$ cat src/sv/gda_pkg.sv
// ----------------------------------------------------------------------------
// gda_pkg
// Shared types, codes and calendar helpers for the Gregorian date unit.
// ----------------------------------------------------------------------------
package gda_pkg;

  localparam int YEAR_MAX   = 9999;
  localparam int YEAR_RESET = 2000;
  // Last month index (year * 12 + month - 1) of December 9999.
  localparam int TOT_MAX    = YEAR_MAX * 12 + 11;
  // floor(x / 3) = (x * DIV3_MUL) >> 17 for x < 2**16
  localparam int DIV3_MUL   = 43691;
  // floor(x / 25) = (x * DIV25_MUL) >> 16 for x < 2**12
  localparam int DIV25_MUL  = 2622;

  typedef enum logic [3:0] {
    REQ_SET_YEAR   = 4'd0,
    REQ_SET_MONTH  = 4'd1,
    REQ_SET_DAY    = 4'd2,
    REQ_ADD_DAYS   = 4'd3,
    REQ_SUB_DAYS   = 4'd4,
    REQ_ADD_MONTHS = 4'd5,
    REQ_SUB_MONTHS = 4'd6,
    REQ_ADD_YEARS  = 4'd7,
    REQ_SUB_YEARS  = 4'd8,
    REQ_COMPARE    = 4'd9
  } req_e;

  typedef enum logic [1:0] {
    ORD_EQUAL   = 2'd0,
    ORD_EARLIER = 2'd1,
    ORD_LATER   = 2'd2
  } ord_e;

  typedef enum logic [4:0] {
    CMD_NOP,
    CMD_LATCH,
    CMD_SET_YEAR,
    CMD_SET_MONTH,
    CMD_SET_DAY,
    CMD_ADD_DAYS,
    CMD_SUB_DAYS,
    CMD_ADD_MONTHS,
    CMD_SUB_MONTHS,
    CMD_ADD_YEARS,
    CMD_SUB_YEARS,
    CMD_WALK_ADD,
    CMD_WALK_SUB,
    CMD_LEAP,
    CMD_FIX,
    CMD_MON_SAT,
    CMD_MON_MUL,
    CMD_MON_DIV,
    CMD_LOAD_OUT
  } dp_cmd_e;

  typedef enum logic [3:0] {
    ST_IDLE,
    ST_EXEC,
    ST_WALK_ADD,
    ST_WALK_SUB,
    ST_WALK_LEAP,
    ST_MON_SAT,
    ST_MON_MUL,
    ST_MON_DIV,
    ST_LEAP,
    ST_FIX,
    ST_RESP
  } gda_state_e;

  typedef struct packed {
    logic set_year_ok;
    logic set_month_ok;
    logic add_stop;   // forward walk finishes this cycle
    logic add_wrap;   // forward walk crosses into a new year this cycle
    logic sub_stop;
    logic sub_wrap;
  } dp_status_t;

  function automatic logic [4:0] month_len(input logic leap, input logic [3:0] month);
    logic [4:0] len;
    case (month)
      4'd2:                  len = leap ? 5'd29 : 5'd28;
      4'd4, 4'd6, 4'd9, 4'd11: len = 5'd30;
      default:               len = 5'd31;
    endcase
    return len;
  endfunction

endpackage

$ cat src/sv/gda_ctrl.sv
// ----------------------------------------------------------------------------
// gda_ctrl
// Request sequencer: decodes the request and steps the datapath through it.
// ----------------------------------------------------------------------------
module gda_ctrl import gda_pkg::*; (
  input  logic       clk_i,
  input  logic       rst_ni,
  input  logic       in_valid_i,
  output logic       in_ready_o,
  input  logic [3:0] req_type_i,
  output logic       out_valid_o,
  input  logic       out_ready_i,
  input  dp_status_t status_i,
  output dp_cmd_e    cmd_o
);

  gda_state_e state_q, state_d;
  req_e       req_q;
  logic       out_valid_q, out_valid_d;
  logic       out_free;

  assign out_free    = !out_valid_q || out_ready_i;
  assign in_ready_o  = (state_q == ST_IDLE);
  assign out_valid_o = out_valid_q;

  always_ff @(posedge clk_i or negedge rst_ni) begin
    if (!rst_ni) begin
      state_q     <= ST_IDLE;
      req_q       <= REQ_COMPARE;
      out_valid_q <= 1'b0;
    end else begin
      state_q     <= state_d;
      out_valid_q <= out_valid_d;
      if (state_q == ST_IDLE && in_valid_i) begin
        req_q <= req_e'(req_type_i);
      end
    end
  end

  // Next state
  always_comb begin
    state_d = state_q;
    unique case (state_q)
      ST_IDLE: begin
        if (in_valid_i) state_d = ST_EXEC;
      end
      ST_EXEC: begin
        unique case (req_q)
          REQ_SET_YEAR:   state_d = status_i.set_year_ok ? ST_LEAP : ST_RESP;
          REQ_SET_MONTH:  state_d = status_i.set_month_ok ? ST_FIX : ST_RESP;
          REQ_ADD_DAYS:   state_d = ST_WALK_ADD;
          REQ_SUB_DAYS:   state_d = ST_WALK_SUB;
          REQ_ADD_MONTHS,
          REQ_SUB_MONTHS: state_d = ST_MON_SAT;
          REQ_ADD_YEARS,
          REQ_SUB_YEARS:  state_d = ST_LEAP;
          default:        state_d = ST_RESP;
        endcase
      end
      ST_WALK_ADD: begin
        if (status_i.add_stop)      state_d = ST_RESP;
        else if (status_i.add_wrap) state_d = ST_WALK_LEAP;
      end
      ST_WALK_SUB: begin
        if (status_i.sub_stop)      state_d = ST_RESP;
        else if (status_i.sub_wrap) state_d = ST_WALK_LEAP;
      end
      ST_WALK_LEAP: state_d = (req_q == REQ_ADD_DAYS) ? ST_WALK_ADD : ST_WALK_SUB;
      ST_MON_SAT:   state_d = ST_MON_MUL;
      ST_MON_MUL:   state_d = ST_MON_DIV;
      ST_MON_DIV:   state_d = ST_LEAP;
      ST_LEAP:      state_d = ST_FIX;
      ST_FIX:       state_d = ST_RESP;
      ST_RESP: begin
        if (out_free) state_d = ST_IDLE;
      end
      default:      state_d = ST_IDLE;
    endcase
  end

  // Outputs
  always_comb begin
    cmd_o       = CMD_NOP;
    out_valid_d = out_valid_q;
    if (out_valid_q && out_ready_i) out_valid_d = 1'b0;
    unique case (state_q)
      ST_IDLE: begin
        if (in_valid_i) cmd_o = CMD_LATCH;
      end
      ST_EXEC: begin
        unique case (req_q)
          REQ_SET_YEAR:   cmd_o = CMD_SET_YEAR;
          REQ_SET_MONTH:  cmd_o = CMD_SET_MONTH;
          REQ_SET_DAY:    cmd_o = CMD_SET_DAY;
          REQ_ADD_DAYS:   cmd_o = CMD_ADD_DAYS;
          REQ_SUB_DAYS:   cmd_o = CMD_SUB_DAYS;
          REQ_ADD_MONTHS: cmd_o = CMD_ADD_MONTHS;
          REQ_SUB_MONTHS: cmd_o = CMD_SUB_MONTHS;
          REQ_ADD_YEARS:  cmd_o = CMD_ADD_YEARS;
          REQ_SUB_YEARS:  cmd_o = CMD_SUB_YEARS;
          default:        cmd_o = CMD_NOP;
        endcase
      end
      ST_WALK_ADD:  cmd_o = CMD_WALK_ADD;
      ST_WALK_SUB:  cmd_o = CMD_WALK_SUB;
      ST_WALK_LEAP: cmd_o = CMD_LEAP;
      ST_MON_SAT:   cmd_o = CMD_MON_SAT;
      ST_MON_MUL:   cmd_o = CMD_MON_MUL;
      ST_MON_DIV:   cmd_o = CMD_MON_DIV;
      ST_LEAP:      cmd_o = CMD_LEAP;
      ST_FIX:       cmd_o = CMD_FIX;
      ST_RESP: begin
        if (out_free) begin
          cmd_o       = CMD_LOAD_OUT;
          out_valid_d = 1'b1;
        end
      end
      default:      cmd_o = CMD_NOP;
    endcase
  end

endmodule

$ cat src/sv/gda_dp.sv
// ----------------------------------------------------------------------------
// gda_dp
// Date datapath: held date, day walk accumulator, month-index divider,
// leap-year unit and the result register.
// ----------------------------------------------------------------------------
module gda_dp import gda_pkg::*; (
  input  logic        clk_i,
  input  logic        rst_ni,
  input  dp_cmd_e     cmd_i,
  output dp_status_t  status_o,
  input  logic [14:0] operand_value_i,
  input  logic [13:0] cmp_year_i,
  input  logic [3:0]  cmp_month_i,
  input  logic [4:0]  cmp_day_i,
  output logic [13:0] cur_year_o,
  output logic [3:0]  cur_month_o,
  output logic [4:0]  cur_day_o,
  output logic [1:0]  order_code_o,
  output logic        range_flag_o
);

  // Held date
  logic [13:0] year_q;
  logic [3:0]  month_q;
  logic [4:0]  day_q;
  logic        leap_q;
  logic        sat_q;

  // Latched request and scratch
  logic [14:0]        val_q;
  logic [13:0]        cmp_year_q;
  logic [3:0]         cmp_month_q;
  logic [4:0]         cmp_day_q;
  logic signed [16:0] acc_q;
  logic signed [18:0] tot_q;
  logic [30:0]        prod_q;

  // Result register
  logic [13:0] cur_year_q;
  logic [3:0]  cur_month_q;
  logic [4:0]  cur_day_q;
  ord_e        order_q;
  logic        flag_q;

  logic [4:0]  lim, lim_prev;
  logic        acc_gt_lim, acc_le0, top_hit, bot_hit;
  logic        day_ok;
  logic signed [16:0] yr_step;
  logic [13:0] yr_sat;
  logic        yr_ovf;
  logic [16:0] mon_idx;
  logic signed [18:0] tot_step;
  logic [13:0] mq;
  logic [16:0] mq12, mrem;
  logic [23:0] lp_prod;
  logic [7:0]  cent;
  logic [13:0] cent100, yrem;
  logic        leap_calc;
  ord_e        order_calc;

  assign lim      = month_len(leap_q, month_q);
  assign lim_prev = month_len(leap_q, month_q - 4'd1);

  assign acc_gt_lim = !acc_q[16] && (acc_q[15:0] > {11'd0, lim});
  assign acc_le0    = acc_q[16] || (acc_q == 17'sd0);
  assign top_hit    = (month_q == 4'd12) && (year_q >= 14'(YEAR_MAX));
  assign bot_hit    = (month_q == 4'd1) && (year_q == 14'd0);
  assign day_ok     = (val_q != 15'd0) && (val_q <= {10'd0, lim});

  assign status_o.set_year_ok  = (val_q <= 15'(YEAR_MAX));
  assign status_o.set_month_ok = (val_q >= 15'd1) && (val_q <= 15'd12);
  assign status_o.add_stop     = !acc_gt_lim || top_hit;
  assign status_o.add_wrap     = acc_gt_lim && !top_hit && (month_q == 4'd12);
  assign status_o.sub_stop     = !acc_le0 || bot_hit;
  assign status_o.sub_wrap     = acc_le0 && !bot_hit && (month_q == 4'd1);

  // Year step with saturation
  assign yr_step = (cmd_i == CMD_SUB_YEARS) ?
                   $signed({3'b000, year_q}) - $signed({2'b00, val_q}) :
                   $signed({3'b000, year_q}) + $signed({2'b00, val_q});
  always_comb begin
    yr_ovf = 1'b0;
    yr_sat = yr_step[13:0];
    if (yr_step[16]) begin
      yr_ovf = 1'b1;
      yr_sat = 14'd0;
    end else if (yr_step > 17'(YEAR_MAX)) begin
      yr_ovf = 1'b1;
      yr_sat = 14'(YEAR_MAX);
    end
  end

  // Month index = year * 12 + month - 1, then the signed step
  assign mon_idx  = {year_q, 3'b000} + {1'b0, year_q, 2'b00} + {13'd0, month_q - 4'd1};
  assign tot_step = (cmd_i == CMD_SUB_MONTHS) ?
                    $signed({2'b00, mon_idx}) - $signed({4'd0, val_q}) :
                    $signed({2'b00, mon_idx}) + $signed({4'd0, val_q});

  // Month index / 12 from the registered product
  assign mq   = prod_q[30:17];
  assign mq12 = {mq, 3'b000} + {1'b0, mq, 2'b00};
  assign mrem = tot_q[16:0] - mq12;

  // Leap year: century = (year / 4) / 25
  assign lp_prod   = {12'd0, year_q[13:2]} * 24'(DIV25_MUL);
  assign cent      = lp_prod[23:16];
  assign cent100   = {cent, 6'b0} + {1'b0, cent, 5'b0} + {4'b0, cent, 2'b0};
  assign yrem      = year_q - cent100;
  assign leap_calc = ((year_q[1:0] == 2'b00) && (yrem != 14'd0)) ||
                     ((yrem == 14'd0) && (cent[1:0] == 2'b00));

  always_comb begin
    if (year_q != cmp_year_q) begin
      order_calc = (year_q < cmp_year_q) ? ORD_EARLIER : ORD_LATER;
    end else if (month_q != cmp_month_q) begin
      order_calc = (month_q < cmp_month_q) ? ORD_EARLIER : ORD_LATER;
    end else if (day_q != cmp_day_q) begin
      order_calc = (day_q < cmp_day_q) ? ORD_EARLIER : ORD_LATER;
    end else begin
      order_calc = ORD_EQUAL;
    end
  end

  always_ff @(posedge clk_i or negedge rst_ni) begin
    if (!rst_ni) begin
      year_q  <= 14'(YEAR_RESET);
      month_q <= 4'd1;
      day_q   <= 5'd1;
      leap_q  <= 1'b1;
      sat_q   <= 1'b0;
    end else begin
      case (cmd_i)
        CMD_LATCH: sat_q <= 1'b0;
        CMD_SET_YEAR: begin
          if (status_o.set_year_ok) year_q <= val_q[13:0];
        end
        CMD_SET_MONTH: begin
          if (status_o.set_month_ok) month_q <= val_q[3:0];
        end
        CMD_SET_DAY: begin
          if (day_ok) day_q <= val_q[4:0];
        end
        CMD_ADD_YEARS, CMD_SUB_YEARS: begin
          year_q <= yr_sat;
          sat_q  <= yr_ovf;
        end
        CMD_WALK_ADD: begin
          if (!acc_gt_lim) begin
            day_q <= acc_q[4:0];
          end else if (top_hit) begin
            day_q <= 5'd31;
            sat_q <= 1'b1;
          end else if (month_q == 4'd12) begin
            month_q <= 4'd1;
            year_q  <= year_q + 14'd1;
          end else begin
            month_q <= month_q + 4'd1;
          end
        end
        CMD_WALK_SUB: begin
          if (!acc_le0) begin
            day_q <= acc_q[4:0];
          end else if (bot_hit) begin
            day_q <= 5'd1;
            sat_q <= 1'b1;
          end else if (month_q == 4'd1) begin
            month_q <= 4'd12;
            year_q  <= year_q - 14'd1;
          end else begin
            month_q <= month_q - 4'd1;
          end
        end
        CMD_LEAP: leap_q <= leap_calc;
        CMD_FIX: begin
          if (day_q > lim) day_q <= lim;
        end
        CMD_MON_SAT: sat_q <= tot_q[18] || (tot_q[17:0] > 18'(TOT_MAX));
        CMD_MON_DIV: begin
          year_q  <= mq;
          month_q <= mrem[3:0] + 4'd1;
        end
        default: ;
      endcase
    end
  end

  always_ff @(posedge clk_i) begin
    case (cmd_i)
      CMD_LATCH: begin
        val_q       <= operand_value_i;
        cmp_year_q  <= cmp_year_i;
        cmp_month_q <= cmp_month_i;
        cmp_day_q   <= cmp_day_i;
      end
      CMD_ADD_DAYS: acc_q <= $signed({12'd0, day_q}) + $signed({2'b00, val_q});
      CMD_SUB_DAYS: acc_q <= $signed({12'd0, day_q}) - $signed({2'b00, val_q});
      CMD_WALK_ADD: begin
        if (acc_gt_lim && !top_hit) acc_q <= acc_q - $signed({12'd0, lim});
      end
      CMD_WALK_SUB: begin
        // December is 31 days in every year, so the wrap needs no leap bit
        if (acc_le0 && !bot_hit) begin
          acc_q <= acc_q + $signed({12'd0, (month_q == 4'd1) ? 5'd31 : lim_prev});
        end
      end
      CMD_ADD_MONTHS, CMD_SUB_MONTHS: tot_q <= tot_step;
      CMD_MON_SAT: begin
        if (tot_q[18]) begin
          tot_q <= 19'sd0;
        end else if (tot_q[17:0] > 18'(TOT_MAX)) begin
          tot_q <= 19'(TOT_MAX);
        end
      end
      CMD_MON_MUL: prod_q <= {16'd0, tot_q[16:2]} * 31'(DIV3_MUL);
      CMD_LOAD_OUT: begin
        cur_year_q  <= year_q;
        cur_month_q <= month_q;
        cur_day_q   <= day_q;
        order_q     <= order_calc;
        flag_q      <= sat_q;
      end
      default: ;
    endcase
  end

  assign cur_year_o   = cur_year_q;
  assign cur_month_o  = cur_month_q;
  assign cur_day_o    = cur_day_q;
  assign order_code_o = order_q;
  assign range_flag_o = flag_q;

endmodule

$ cat src/sv/gregorian_date_arithmetic.sv
// ----------------------------------------------------------------------------
// gregorian_date_arithmetic
// Held Gregorian date (years 0..9999) with set, day/month/year step and
// compare requests.
// ----------------------------------------------------------------------------
// One request is processed at a time; a new item is taken while the previous
// result still waits in the output register. A day step walks the held date
// one month per cycle through the day accumulator, pausing for the leap-year
// unit at each year crossed. Years saturate at 0 and 9999 with range_flag
// set. Reset date is 2000-01-01.
// ----------------------------------------------------------------------------
module gregorian_date_arithmetic import gda_pkg::*; (
  input  logic        clk_i,
  input  logic        rst_ni,
  input  logic        in_valid_i,
  output logic        in_ready_o,
  input  logic [3:0]  req_type_i,
  input  logic [14:0] operand_value_i,
  input  logic [13:0] cmp_year_i,
  input  logic [3:0]  cmp_month_i,
  input  logic [4:0]  cmp_day_i,
  output logic        out_valid_o,
  input  logic        out_ready_i,
  output logic [13:0] cur_year_o,
  output logic [3:0]  cur_month_o,
  output logic [4:0]  cur_day_o,
  output logic [1:0]  order_code_o,
  output logic        range_flag_o
);

  dp_cmd_e    cmd;
  dp_status_t status;

  gda_ctrl u_ctrl (
    .clk_i       (clk_i),
    .rst_ni      (rst_ni),
    .in_valid_i  (in_valid_i),
    .in_ready_o  (in_ready_o),
    .req_type_i  (req_type_i),
    .out_valid_o (out_valid_o),
    .out_ready_i (out_ready_i),
    .status_i    (status),
    .cmd_o       (cmd)
  );

  gda_dp u_dp (
    .clk_i           (clk_i),
    .rst_ni          (rst_ni),
    .cmd_i           (cmd),
    .status_o        (status),
    .operand_value_i (operand_value_i),
    .cmp_year_i      (cmp_year_i),
    .cmp_month_i     (cmp_month_i),
    .cmp_day_i       (cmp_day_i),
    .cur_year_o      (cur_year_o),
    .cur_month_o     (cur_month_o),
    .cur_day_o       (cur_day_o),
    .order_code_o    (order_code_o),
    .range_flag_o    (range_flag_o)
  );

endmodule
$ cat config.mk
export PLATFORM = sky130hd
export DESIGN_NAME = gregorian_date_arithmetic
export DESIGN_NICKNAME = d
export VERILOG_FILES = /design/src/sv/gda_pkg.sv /design/src/sv/gda_ctrl.sv /design/src/sv/gda_dp.sv /design/src/sv/gregorian_date_arithmetic.sv
export SDC_FILE = /design/constraint.sdc
export NUM_CORES = 1
export LEC_CHECK = 0
export BUFFER_PORTS_ARGS = -buffer_cell sky130_fd_sc_hd__buf_2
export CELL_PAD_IN_SITES_DETAIL_PLACEMENT = 0
export CELL_PAD_IN_SITES_GLOBAL_PLACEMENT = 1
export CORE_UTILIZATION = 40
export CTS_CLUSTER_SIZE = 24
export DETAILED_ROUTE_END_ITERATION = 7
export PLACE_DENSITY = 0.68
export RECOVER_POWER = 25
export SKIP_CTS_REPAIR_TIMING = 1
export SLEW_MARGIN = 20
export SYNTH_ARGS = -nofsm -noshare
export SYNTH_HDL_FRONTEND = slang
export SYNTH_SLANG_ARGS = --single-unit
$ cat constraint.sdc
create_clock -name clk_i -period 17.5 [get_ports clk_i]
set_input_delay 2.625 -clock clk_i [delete_from_list [all_inputs] [get_ports clk_i]]
set_output_delay 2.625 -clock clk_i [all_outputs]
set_load 0.02 [all_outputs]
==> results.toml <==
[timing]
fin_skew_ps = 14.4
drv_slew = 35
fin_crit_ps = 8510
fmax_mhz = 117
post-route-period-util_pct = 48.7
timing.setup.tns_ps = 0
setup_violations = 0
hold_viol_final = 0
worst_pin_slew_ps = 2180
grt_setup_unrepaired = "false"
relSlewSlack_pct = -45.6

[worst_setup_path]
cp_max_fo = 12
crit_required_ps = 17890
crit_path_start_kind = "flip-flop"
crit_type = "reg2reg"
slowest_stage = "dfstp_1"
slowest_delay_ps = 1020
cpMostUsedCell = "fa_1"
endpoint_kind = "flip-flop"
arrival_ps = 8900

[detailed_routing]
first_pass_iters = 5
drt_first_iter_violations = 1022
drc = 0
vias_per_cell = 5.60
via_count = 16200
drt-total-wl_um = 60700
postRouteAntennaNets = 0
wire_per_inst_um = 21.1

[floorplan]
core_um2 = 49000
io_pins = 74
dieArea_um2 = 50600
start_util_pct = 40.6
dieHeight_um = 225
die_w_um = 225
fp-row-count = 81

[cts]
cts_sinks = 148
clkSlewWorstSetupHoldPaths_ps = 70
root_buffer = "clkbuf_16"
cts_tree = "done"
cts_buffer_depth = 2
htreeDepth = 4
cts_buffers = 17
clk_latency_ps = 460

[flow_run]
maxCapViolations = 1

[run_status]
failed_checks = "capacitance limit, slew limit"
outcome = "finished with violations"

[yosys]
synth_cells = 2143
seq_area_frac_synth_pct = 21.6
synthArstFlopShare_pct = 23.0
synth_area_um2 = 19900
ys.flop_type = "edfxtp_1"
yosys_warnings = 0
syn-num-nets = 2690
ys_seq_elements = 148
synth_cell_type_count = 98
synth.avg_cell_area_um2 = 9.28
synth-edff-count = 114

[global_routing]
grt_pass1_wl_um = 94700
grt_pass1_vias = 16400
grt_max_degree = 40
overflow = 0
grt_use_total_pct = 24.6
antenna_found_initial = 0

[hold_path]
hold_path_class = "reg2reg"

[layout]
antenna_cells = 0
drive_gt1_share_pct = 7.66
fin_nets = 2753
synthToLayoutAreaGrowth_pct = 8.65
fin_cells = 2883

[place]
dp_cells = 2851
place_congestion = 0.908
port_buffers = 73
hpwl_um = 49500
cell usage after synthesis (36+ instances only):
library cell	number	area, um^2
xor2_1	41	359
ha_1	379	4740
xnor2_1	64	561
a21oi_1	136	681
nand2_1	101	379
nand3_1	45	225
inv_1	313	1170
nor3_1	47	235
clkbuf_1	36	135
fa_1	122	2440
o21ai_0	106	531
edfxtp_1	114	3420
nor2_1	127	477
final timing paths:
kind	start	endpoint	slack [ps]	cells after the start
setup / recovery	u_dp.year_q[7]	u_dp.leap_q	8990	29
hold / removal	u_dp.day_q[0]	u_dp.cur_day_o[0]	570	0
setup reg to reg	u_dp.year_q[7]	u_dp.leap_q	8990	29
hold reg to reg	u_dp.day_q[0]	u_dp.cur_day_o[0]	570	0
max in group asynchronous	rst_ni	u_dp.year_q[5]	13440	1
min in group asynchronous	rst_ni	u_ctrl.req_q[1]	2790	1
sequential cells by signal, indices dropped and copies added, names as in the netlist, 5 cells and up:
| register | count |
|---|---|
| u_dp.day_q | 5 |
| u_dp.cmp_year_q | 14 |
| u_dp.cur_year_o | 14 |
| u_dp.val_q | 15 |
| u_dp.tot_q | 19 |
| u_dp.year_q | 14 |
| u_dp.prod_q | 14 |
| u_dp.acc_q | 17 |
| u_dp.cmp_day_q | 5 |
| u_dp.cur_day_o | 5 |
per-layer routing:
metal  track usage (%)  routed length [um]  vias to the layer above
met2              42.4               29500                      428
met5                 0                   0                        -
met1              31.9               26800                     7913
met3              3.35                2880                       77
li1                  -                   -                     7739
met4              7.48                1600                        0
kinds of logic (layout without fill, tap and decap cells):
logic type	after synthesis	count (layout)	synth area share, %
adder cells (fa/ha/maj)	501	501	36.1
AO/OA/AOI/OAI	526	526	17.7
buffers and inverters	366	442	7.03
XOR/XNOR	105	105	4.62
multiplexers	13	13	0.705
AND/OR/NAND/NOR	484	484	12.3
flip-flops	148	148	21.6
layout make-up:
class,count,area [um^2]
Sequential cell,148,4290
Timing Repair Buffer,95,508
Multi-Input combinational cell,1629,14200
Clock inverter,11,125
Fill cell,4823,27300
Tap cell,664,831
Clock buffer,21,460
Inverter,315,1180
through the flow:
step / setup slack (ps) / cell area [um^2] / utilization (%) / hold slack, ps
floorplan: 10210 / 19900 / - / 417
global placement: 9440 / 21000 / 43.0 / 548
detailed placement: 9270 / 21000 / 43.0 / 546
CTS: 9240 / 21600 / 44.2 / 556
global route: 8340 / 21600 / 44.1 / 570
finish: 8990 / 21600 / 44.1 / 574
placed cells by master (no fill, tap or decap), types with 47 or more instances in the layout:
master	netlist	final
xnor2_1	64	64
nand2_1	101	101
fa_1	122	122
inv_1	313	313
buf_2	11	67
nor2_1	127	126
o21ai_0	106	106
a21oi_1	136	136
nor3_1	47	47
edfxtp_1	114	114
ha_1	379	379
critical path: cells and delay by family (launching register included):
| kind | cells | cell delay (ps) |
|---|---|---|
| and+or+nand+nor | 3 | 180 |
| muxes | 1 | 350 |
| buffers and inverters | 4 | 530 |
| xor gates and xnor gates | 2 | 710 |
| DFF | 1 | 1020 |
| AOI/OAI and AO/OA | 10 | 2070 |
| adders and majority gates | 9 | 3570 |
Power is not shown: default switching activity piles up to over one toggle a cycle in this logic, so the estimate is an artifact.
